===== config.mk =====
export PLATFORM = sky130hd
export DESIGN_NAME = breakpoint_patch_table_flat
export DESIGN_NICKNAME = d
export VERILOG_FILES = /design/src/rtl/core/bpt_pkg.sv /design/src/rtl/core/bpt_if.sv /design/src/rtl/core/bpt_cell.sv /design/src/rtl/core/breakpoint_patch_table.sv /design/src/flat_wrapper.sv
export SDC_FILE = /design/constraint.sdc
export NUM_CORES = 2
export LEC_CHECK = 0
export BUFFER_PORTS_ARGS = -buffer_cell sky130_fd_sc_hd__buf_2
export CAP_MARGIN = 15
export CORE_MARGIN = 4
export CORE_UTILIZATION = 58
export CTS_CLUSTER_DIAMETER = 120
export DETAILED_ROUTE_END_ITERATION = 10
export GPL_TIMING_DRIVEN = 1
export PLACE_DENSITY_LB_ADDON = 0.3
export RECOVER_POWER = 100
export SETUP_SLACK_MARGIN = 0.2
export SYNTH_ARGS = -nofsm -noshare
export SYNTH_HDL_FRONTEND = slang
export SYNTH_SLANG_ARGS = --single-unit

===== constraint.sdc =====
create_clock -name clk -period 28.5 [get_ports clk]
set_clock_uncertainty 0.05 [all_clocks]
set_input_delay 4.275 -clock clk [delete_from_list [all_inputs] [get_ports clk]]
set_output_delay 4.275 -clock clk [all_outputs]
set_load 0.02 [all_outputs]

===== src/rtl/core/bpt_pkg.sv =====
package bpt_pkg;

  // request kinds
  localparam logic [1:0] KIND_INSERT     = 2'd0;
  localparam logic [1:0] KIND_DELETE     = 2'd1;
  localparam logic [1:0] KIND_REMOVE_ALL = 2'd2;
  localparam logic [1:0] KIND_NOP        = 2'd3;

  localparam logic [31:0] TRAP_BASE  = 32'h0ce0_0000;
  localparam logic [31:0] TRAP_MASK  = 32'h0000_ffff;
  localparam logic [3:0]  MAX_LENGTH = 4'd4;

  typedef struct packed {
    logic [31:0] addr;
    logic [31:0] saved;
  } entry_t;

  typedef enum logic [1:0] {
    ST_IDLE,
    ST_SCAN,
    ST_FINISH
  } state_t;

endpackage


===== src/rtl/core/bpt_if.sv =====
interface bpt_req_if;
  logic        valid;
  logic        ready;
  logic [1:0]  kind;
  logic [31:0] address;
  logic [3:0]  length;
  logic [31:0] memory_word;

  modport source (output valid, kind, address, length, memory_word, input ready);
  modport sink (input valid, kind, address, length, memory_word, output ready);
endinterface

interface bpt_rsp_if;
  logic        valid;
  logic        ready;
  logic        status;
  logic        write_valid;
  logic [31:0] write_address;
  logic [31:0] write_data;
  logic        last;

  modport source (output valid, status, write_valid, write_address, write_data, last,
                  input ready);
  modport sink (input valid, status, write_valid, write_address, write_data, last,
                output ready);
endinterface


===== src/rtl/core/bpt_cell.sv =====
module bpt_cell (
  input  logic            clk,
  input  logic            rst,
  input  logic            shift,
  input  bpt_pkg::entry_t din,
  input  logic            load,
  input  bpt_pkg::entry_t load_data,
  output bpt_pkg::entry_t q
);

  bpt_pkg::entry_t entry;

  // direct load wins over the ring shift
  always_ff @(posedge clk) begin
    if (rst) begin
      entry <= '0;
    end else if (load) begin
      entry <= load_data;
    end else if (shift) begin
      entry <= din;
    end
  end

  assign q = entry;

endmodule


===== src/rtl/core/breakpoint_patch_table.sv =====
// channel | dir | payload                                             | note
// req     | in  | kind, address, length, memory_word                  | one command per beat
// rsp     | out | status, write_valid, write_address, write_data, last| 1..ENTRIES beats/command
//
// a command is accepted, then the cell ring rotates once past its head, and then the
// final beat is posted and the chosen cell written
// remove-all stalls the ring while the response register is held by the sink
// reset clears every cell (all slots free), the sequencer and the response register
// req is ready again as soon as the final beat sits in the response register
module breakpoint_patch_table #(
  parameter int ENTRIES = 32
) (
  input  logic clk,
  input  logic rst,
  bpt_req_if.sink   req,
  bpt_rsp_if.source rsp
);

  localparam int IDX_W = (ENTRIES > 1) ? $clog2(ENTRIES) : 1;
  localparam logic [IDX_W-1:0] LAST_IDX = IDX_W'(ENTRIES - 1);

  bpt_pkg::state_t state, state_next;

  // latched command
  logic [1:0]  op_kind;
  logic [31:0] op_address;
  logic [3:0]  op_length;
  logic [31:0] op_word;

  // slot currently sitting in cell 0
  logic [IDX_W-1:0] idx;

  // scan results
  logic             found_hit;
  logic [IDX_W-1:0] found_idx;
  logic [31:0]      found_word;
  logic             free_hit;
  logic [IDX_W-1:0] free_idx;

  // remove-all keeps one restore beat back so the final one can carry last
  bpt_pkg::entry_t held;
  logic            held_valid;

  // response register
  logic        rsp_valid;
  logic        rsp_status;
  logic        rsp_wv;
  logic [31:0] rsp_wa;
  logic [31:0] rsp_wd;
  logic        rsp_last;

  // cell ring
  bpt_pkg::entry_t cell_q [ENTRIES];
  bpt_pkg::entry_t head;
  bpt_pkg::entry_t tail_in;
  logic            head_busy;

  logic            accept;
  logic            out_free;
  logic            advance;
  logic            out_load;
  logic            out_status;
  logic            out_wv;
  logic [31:0]     out_wa;
  logic [31:0]     out_wd;
  logic            out_last;
  logic            apply_en;
  logic [IDX_W-1:0] apply_idx;
  bpt_pkg::entry_t apply_data;

  logic is_ra;
  logic bad_len;

  assign accept    = req.valid && req.ready;
  assign req.ready = (state == bpt_pkg::ST_IDLE);
  assign out_free  = !rsp_valid || rsp.ready;

  assign is_ra   = (op_kind == bpt_pkg::KIND_REMOVE_ALL);
  assign bad_len = (op_length > bpt_pkg::MAX_LENGTH);

  assign head      = cell_q[0];
  assign head_busy = (head.saved != 32'd0);

  // remove-all frees the entry as it leaves the head, address is kept
  always_comb begin
    tail_in = head;
    if (is_ra && head_busy) begin
      tail_in.saved = 32'd0;
    end
  end

  // ring of cells, cell 0 is the head, the head wraps around to the tail
  for (genvar k = 0; k < ENTRIES; k++) begin : g_cell
    bpt_pkg::entry_t din;
    if (k == ENTRIES - 1) begin : g_tail
      assign din = tail_in;
    end else begin : g_mid
      assign din = cell_q[k+1];
    end
    bpt_cell u_cell (
      .clk       (clk),
      .rst       (rst),
      .shift     (advance),
      .din       (din),
      .load      (apply_en && (apply_idx == IDX_W'(k))),
      .load_data (apply_data),
      .q         (cell_q[k])
    );
  end

  // next state
  always_comb begin
    state_next = state;
    unique case (state)
      bpt_pkg::ST_IDLE: begin
        if (accept) state_next = bpt_pkg::ST_SCAN;
      end
      bpt_pkg::ST_SCAN: begin
        if (advance && (idx == LAST_IDX)) state_next = bpt_pkg::ST_FINISH;
      end
      bpt_pkg::ST_FINISH: begin
        if (out_free) state_next = bpt_pkg::ST_IDLE;
      end
      default: state_next = bpt_pkg::ST_IDLE;
    endcase
  end

  // sequencer outputs
  always_comb begin
    advance    = 1'b0;
    out_load   = 1'b0;
    out_status = 1'b0;
    out_wv     = 1'b0;
    out_wa     = 32'd0;
    out_wd     = 32'd0;
    out_last   = 1'b0;
    apply_en   = 1'b0;
    apply_idx  = '0;
    apply_data = '0;
    unique case (state)
      bpt_pkg::ST_IDLE: begin
      end
      bpt_pkg::ST_SCAN: begin
        if (is_ra && head_busy && held_valid) begin
          // a newer occupied entry shows the held one was not the last
          advance  = out_free;
          out_load = out_free;
          out_wv   = 1'b1;
          out_wa   = held.addr;
          out_wd   = held.saved;
        end else begin
          advance = 1'b1;
        end
      end
      bpt_pkg::ST_FINISH: begin
        if (out_free) begin
          out_load = 1'b1;
          out_last = 1'b1;
          case (op_kind)
            bpt_pkg::KIND_REMOVE_ALL: begin
              if (held_valid) begin
                out_wv = 1'b1;
                out_wa = held.addr;
                out_wd = held.saved;
              end
            end
            bpt_pkg::KIND_INSERT: begin
              if (bad_len) begin
                out_status = 1'b1;
              end else if (found_hit) begin
                // already present: no-op
              end else if (!free_hit) begin
                out_status = 1'b1;
              end else begin
                out_wv     = 1'b1;
                out_wa     = op_address;
                out_wd     = bpt_pkg::TRAP_BASE
                           + (32'(free_idx) & bpt_pkg::TRAP_MASK);
                apply_en   = 1'b1;
                apply_idx  = free_idx;
                apply_data = '{addr: op_address, saved: op_word};
              end
            end
            bpt_pkg::KIND_DELETE: begin
              if (bad_len) begin
                out_status = 1'b1;
              end else if (found_hit) begin
                out_wv     = 1'b1;
                out_wa     = op_address;
                out_wd     = found_word;
                apply_en   = 1'b1;
                apply_idx  = found_idx;
                apply_data = '0;
              end
            end
            default: begin
            end
          endcase
        end
      end
      default: begin
      end
    endcase
  end

  // control state
  always_ff @(posedge clk) begin
    if (rst) begin
      state      <= bpt_pkg::ST_IDLE;
      held_valid <= 1'b0;
      rsp_valid  <= 1'b0;
    end else begin
      state <= state_next;
      if (accept) begin
        held_valid <= 1'b0;
      end else if ((state == bpt_pkg::ST_SCAN) && advance && is_ra && head_busy) begin
        held_valid <= 1'b1;
      end
      if (out_load) begin
        rsp_valid <= 1'b1;
      end else if (rsp.ready) begin
        rsp_valid <= 1'b0;
      end
    end
  end

  // command latch, scan trackers and response payload
  always_ff @(posedge clk) begin
    if (accept) begin
      op_kind    <= req.kind;
      op_address <= req.address;
      op_length  <= req.length;
      op_word    <= req.memory_word;
      idx        <= '0;
      found_hit  <= 1'b0;
      free_hit   <= 1'b0;
    end else if ((state == bpt_pkg::ST_SCAN) && advance) begin
      idx <= idx + 1'b1;
      if (is_ra && head_busy) begin
        held <= head;
      end
      // highest matching occupied slot wins
      if (head_busy && (head.addr == op_address)) begin
        found_hit  <= 1'b1;
        found_idx  <= idx;
        found_word <= head.saved;
      end
      // lowest free slot
      if (!head_busy && !free_hit) begin
        free_hit <= 1'b1;
        free_idx <= idx;
      end
    end
    if (out_load) begin
      rsp_status <= out_status;
      rsp_wv     <= out_wv;
      rsp_wa     <= out_wa;
      rsp_wd     <= out_wd;
      rsp_last   <= out_last;
    end
  end

  assign rsp.valid         = rsp_valid;
  assign rsp.status        = rsp_status;
  assign rsp.write_valid   = rsp_wv;
  assign rsp.write_address = rsp_wa;
  assign rsp.write_data    = rsp_wd;
  assign rsp.last          = rsp_last;

endmodule


===== src/flat_wrapper.sv =====
// flat-port wrapper written by rule: the top's interface ports become plain ports
module breakpoint_patch_table_flat 
#(
  parameter int ENTRIES = 32
)
  (clk, rst, req_valid, req_kind, req_address, req_length, req_memory_word, req_ready, rsp_valid, rsp_status, rsp_write_valid, rsp_write_address, rsp_write_data, rsp_last, rsp_ready);
  bpt_req_if req_i ();
  bpt_rsp_if rsp_i ();
  input  logic clk;
  input  logic rst;
  input wire logic [$bits(req_i.valid)-1:0] req_valid;
  input wire logic [$bits(req_i.kind)-1:0] req_kind;
  input wire logic [$bits(req_i.address)-1:0] req_address;
  input wire logic [$bits(req_i.length)-1:0] req_length;
  input wire logic [$bits(req_i.memory_word)-1:0] req_memory_word;
  output wire logic [$bits(req_i.ready)-1:0] req_ready;
  output wire logic [$bits(rsp_i.valid)-1:0] rsp_valid;
  output wire logic [$bits(rsp_i.status)-1:0] rsp_status;
  output wire logic [$bits(rsp_i.write_valid)-1:0] rsp_write_valid;
  output wire logic [$bits(rsp_i.write_address)-1:0] rsp_write_address;
  output wire logic [$bits(rsp_i.write_data)-1:0] rsp_write_data;
  output wire logic [$bits(rsp_i.last)-1:0] rsp_last;
  input wire logic [$bits(rsp_i.ready)-1:0] rsp_ready;
  assign req_i.valid = req_valid;
  assign req_i.kind = req_kind;
  assign req_i.address = req_address;
  assign req_i.length = req_length;
  assign req_i.memory_word = req_memory_word;
  assign req_ready = req_i.ready;
  assign rsp_valid = rsp_i.valid;
  assign rsp_status = rsp_i.status;
  assign rsp_write_valid = rsp_i.write_valid;
  assign rsp_write_address = rsp_i.write_address;
  assign rsp_write_data = rsp_i.write_data;
  assign rsp_last = rsp_i.last;
  assign rsp_i.ready = rsp_ready;
  breakpoint_patch_table #(.ENTRIES(ENTRIES)) u_core (.clk(clk), .rst(rst), .req(req_i), .rsp(rsp_i));
endmodule

After elaboration in Yosys (flattened, before gate mapping) --
Cells that the tools add are included.
Word-level totals: register bits after elaboration 2302, input port bits 74, output and inout port bits 69
Operators by class: add/subtract/negate cells 2, magnitude comparators 1, equality and inequality tests 40, muxes and demuxes 128, bitwise operators 1, reduce and logical (&&, ||, !) cells 90
Operator list (number):
- 64-bit two-way mux | 70
- 32-bit two-way mux | 17
- 32-bit case mux with 3 select lines | 2
- 32-bit case mux with 2 select lines | 2
- 5-bit == test, second input constant | 17
- 2-bit nonzero test | 33
- 1-bit logical AND | 41
- 5-bit by 4-bit == test with 1-bit output, second input constant | 8
- 5-bit two-way mux | 7
- 32-bit == test | 1
- 32-bit nonzero test | 1
- 28-bit by 5-bit adder with 29-bit output, first input constant | 1
- 5-bit by 3-bit == test with 1-bit output, second input constant | 4
- 1-bit two-way mux | 20
- 3-bit AND reduction | 4
- 5-bit by 2-bit == test with 1-bit output, second input constant | 2
- 5-bit case mux with 2 select lines | 1
- 1-bit case mux with 2 select lines | 4
- 2-bit two-way mux | 3
- 2-bit case mux with 3 select lines | 1
- 2-bit AND reduction | 3
- 5-bit by 1-bit adder with 5-bit output, second input constant | 1
- 5-bit by 1-bit == test with 1-bit output, second input constant | 1
- 5-bit logical NOT | 1
- 11 further kinds | 17

Logic depth before layout (Yosys ltp) --
word-level depth 9, mapped depth 11

Cells and area by module --
From an unflattened synthesis, not the netlist that was laid out.
Unflattened totals: cells, all modules 9756, area total of the unflattened synthesis 107722.1 um^2
Modules (own cells, without submodules):
- bpt_cell | instances 32, cells an instance 284, area an instance 3045.4 um^2, seq. area each 1281.2 um^2
- breakpoint_patch_table | instances 1, cells an instance 668, area an instance 10268.6 um^2, seq. area each 7517.2 um^2

Worst setup path before layout --
No wires, ideal clock.
kind input port to flip-flop, start input req_valid, end register u_core.held[0] (netlist bit) (enable), data arrival time 12129 ps, setup slack 15677 ps, cell stages on the path 3, buffers on the path 1, cell sequence and2_1 > clkbuf_1 > nor4_1
Between the ends: word-level cells in the longest chain between the ends 3
Ends and longest elaborated chain:
- start: declaration | line flat_wrapper.sv:11 | input wire logic [$bits(req_i.valid)-1:0] req_valid;
- 1-bit logical AND | line breakpoint_patch_table.sv:74 | assign accept = req.valid && req.ready;
- via u_core.accept | line breakpoint_patch_table.sv:58 | logic accept;
- 1-bit inverter (no line)
- 3-bit AND reduction (no line)
- end signal: assignment | line breakpoint_patch_table.sv:240 | held <= head;
- end: declaration | line breakpoint_patch_table.sv:41 | bpt_pkg::entry_t held;
The timed path passes the listed nets, and every way through them passes these cells. A chain may end at the register's enable or synchronous reset.

Worst setup path after layout --
start input rst, end register u_core.g_cell[7].u_cell.entry (netlist bit u_core.g_cell[7].u_cell.q[49])
RTL lines:
- start: declaration | line flat_wrapper.sv:10 | input logic rst;
- end signal: assignment | line bpt_cell.sv:18 | entry <= load_data;
- end signal: assignment | line bpt_cell.sv:20 | entry <= din;
- end: declaration | line bpt_cell.sv:11 | bpt_pkg::entry_t entry;
No word-level cell between the ends.

==> impl_metrics.json <==
{
  "status": "complete, but fails checks",
  "violations": "capacitance limit, slew limit",
  "cts_buffer_depth": 3,
  "overflow": 0,
  "vias": 82300,
  "crit_top_cell": "clkbuf_1",
  "clock_sinks": 2302,
  "first_pass_iters": 6,
  "synth_top_area_frac": 0.434,
  "drc": 0,
  "fmax_mhz": 55.0,
  "grt_max_degree": 249,
  "tightestPinTransition_ns": 9.77,
  "syn_nets": 10400,
  "dieArea_mm2": 0.170,
  "postCtsHoldBufs": 0,
  "cp-end-kind": "register",
  "placed_cells": 11500,
  "fin_nets": 9618,
  "path_cells": "clkbuf_1 > clkbuf_1 > clkbuf_1 > buf_12 > clkbuf_1 > a221oi_1",
  "fp-row-count": 148,
  "cp.depth": 6,
  "grt_antenna_before_repair": 1,
  "cts_resized": 0,
  "ys_seq_elements": 2302,
  "nFillCells": 13500,
  "synth_area_leaders": "dfxtp_1, a221oi_1, a21oi_1",
  "synth_area_mm2": 0.0950,
  "routed_wl_um": 273000,
  "initial_core_util": 0.583,
  "die_x_um": 413,
  "htree_levels": 4,
  "drv_slew": 1968,
  "setup_slack_ns": 10.32,
  "p_per_area_mw_per_mm2": 66.4,
  "whs_path_depth": 2,
  "drt_iter0_markers": 10500,
  "ys_seq_area_frac": 0.511,
  "required_ns": 28.95,
  "drive_gt1_frac": 0.0620,
  "worstSetupPathType": "in2reg",
  "synth_ff_type": "dfxtp_1",
  "reg2reg_depth": 9,
  "viasPerCell": 6.92,
  "instances_no_fill": 11900,
  "cts_setup_buffers": 0,
  "avgRoutedWirePerCell_um": 23.0,
  "cp-start-kind": "input port",
  "synth_cell_types": 56,
  "insertion_delay_ns": 0.87,
  "cp_slowest_stage_delay_ns": 4.61,
  "hold_viol": 0,
  "synthCells": 10400,
  "holdCritPathClass": "reg2reg",
  "post-synth-top-area-cell": "dfxtp_1",
  "die_height_um": 413,
  "syn2layout_area_growth_pct": 5.74,
  "grt_pass1_vias": 77700,
  "place_congestion": 0.838,
  "arrival_ns": 18.63,
  "coreArea_mm2": 0.163,
  "maxSlewHeadroom": -5.51,
  "period_share": 0.638,
  "synth_common_cells": "dfxtp_1, nand2_1, a21oi_1, a221oi_1, clkbuf_1",
  "peakVddDrop_mv": 0.0730,
  "pin_count": 143,
  "drtAntennaViolNets": 0,
  "grt_pass1_wl_um": 426000,
  "cp_top_family": "buffers and inverters",
  "path_buf_inv": 5,
  "cts_tree": "built",
  "path_clk_slew_ns": 0.06,
  "dp.final_hpwl_um": 145000,
  "maxCapViolCount": 25,
  "dpl_worst_slack_ns": 18.45,
  "leakage_nw": 30.4,
  "min_period_ns": 18.18,
  "root_buffer": "clkbuf_16",
  "grtUsageTotal": 0.304,
  "port_buffers": 142,
  "final_core_util": 0.617,
  "synth_warnings": 0,
  "synth_edf_count": 243,
  "crit_slowest_cell": "clkbuf_1",
  "rsz0062_at_grt": "no",
  "cp_max_fo": 211,
  "syn_area_per_cell_um2": 9.17,
  "cts_buffers": 217,
  "post-synth-top-count-cell": "dfxtp_1",
  "setup_violations": 0,
  "setup_tns_ns": 0,
  "synth-async-reset-ratio": 0
}
[area by class of cell]
type	instances	area [um^2]	share of cell area
flip-flops and latches	2302	48500	0.483
diodes	1	2.50	0.0000249
multi-input cells	6695	39700	0.396
repair buffers	313	2100	0.0209
clock inverters	63	757	0.00754
well taps	2175	2720	0.0271
clock buffers	340	6520	0.0650
inverters	10	37.5	0.000374
[worst reg2reg max path, stage by stage, from the launching register on]
cell and delay (ns):
dfxtp_1 0.36, nor4_1 0.72, nand4_1 0.46, o21ai_4 0.24, clkbuf_1 1.43, and2_0 2.86, clkbuf_1 6.99, buf_4 1.93
mux2i_1 0.30, o22ai_1 0.10
[logic make-up (layout without fill, tap and decap cells)]
family,Yosys count,in the layout,synth area share
compound gates,4262,4262,0.320
simple gates,2317,2317,0.0972
flops,2302,2302,0.511
buf+inv,1358,726,0.0602
mux,76,76,0.00802
xor+xnor,35,35,0.00323
fa+ha+maj,5,5,0.000659
other cells,0,1,0
[metrics by stage]
step | instance area, um^2 | hold WS, ns | power, W
final | 100000 | 0.393 | 0.00666
after global routing | 100000 | 0.419 | 0.00685
after CTS | 102000 | 0.393 | 0.00667
after detailed placement | 94300 | 0.388 | 0.00376
after global placement | 94300 | 0.383 | 0.00376
after floorplan | 95000 | 0.377 | 0.00367
[layer usage]
layer,vias up,wire [um],global-route usage
met4,0,13500,0.146
met5,-,0,0
met2,3589,130000,0.503
li1,37100,-,-
met3,728,20100,0.0438
met1,40900,109000,0.393
[cell usage in the layout (no fill, tap or decap), types with 12 or more instances in the layout]
cell type / synthesis / final
nor2b_1: 30 / 30
buf_2: 282 / 64
clkbuf_16: 0 / 224
buf_4: 34 / 131
dfxtp_1: 2059 / 2059
a21oi_1: 1945 / 1943
edfxtp_1: 243 / 243
o21ai_0: 13 / 12
bufinv_16: 0 / 13
and3_1: 78 / 75
nor2_1: 63 / 51
clkbuf_8: 0 / 47
a311oi_1: 34 / 34
clkbuf_1: 917 / 167
a221oi_1: 1483 / 1679
nor4_1: 16 / 16
xnor2_1: 33 / 33
a22oi_1: 61 / 61
mux2i_1: 75 / 75
o22ai_1: 65 / 65
clkinv_2: 0 / 30
a211oi_1: 187 / 186
nand2_1: 2055 / 2048
a31oi_1: 62 / 62
and2_1: 26 / 13
a21o_1: 193 / 193
nand4_1: 12 / 12
nor2_4: 0 / 13
[sequential cells by signal, summed over array words and instances, names as in the netlist]
| register | cells |
|---|---|
| u_core.op_kind | 2 |
| u_core.rsp.last | 1 |
| u_core.idx | 5 |
| u_core.op_length | 4 |
| u_core.free_hit | 1 |
| u_core.rsp.write_address | 32 |
| u_core.free_idx | 5 |
| u_core.held_valid | 1 |
| u_core.op_word | 32 |
| u_core.found_hit | 1 |
| u_core.found_word | 32 |
| u_core.op_address | 32 |
| u_core.rsp.status | 1 |
| u_core.found_idx | 5 |
| u_core.rsp.write_data | 32 |
| u_core.rsp.write_valid | 1 |
| u_core.rsp.valid | 1 |
| u_core.held | 64 |
| u_core.g_cell.u_cell.q | 2048 |
| u_core.state | 2 |
[path summary, 6_finish.rpt]
path	startpoint	endpoint	slack (ns)
max reg2reg	u_core.g_cell[0].u_cell.q[16]	u_core.g_cell[20].u_cell.q[35]	12.73
min	u_core.g_cell[27].u_cell.q[62]	u_core.g_cell[26].u_cell.q[62]	0.39
min reg2reg	u_core.g_cell[27].u_cell.q[62]	u_core.g_cell[26].u_cell.q[62]	0.39
max	rst	u_core.g_cell[7].u_cell.q[49]	10.32
[where the power goes]
part / total, W / internal [W] / switching, W
logic: 0.000411 / 0.0000506 / 0.000361
clock network: 0.00296 / 0.00169 / 0.00127
registers: 0.00330 / 0.00328 / 0.0000138
No activity file was read; power rests on OpenSTA's default activity.
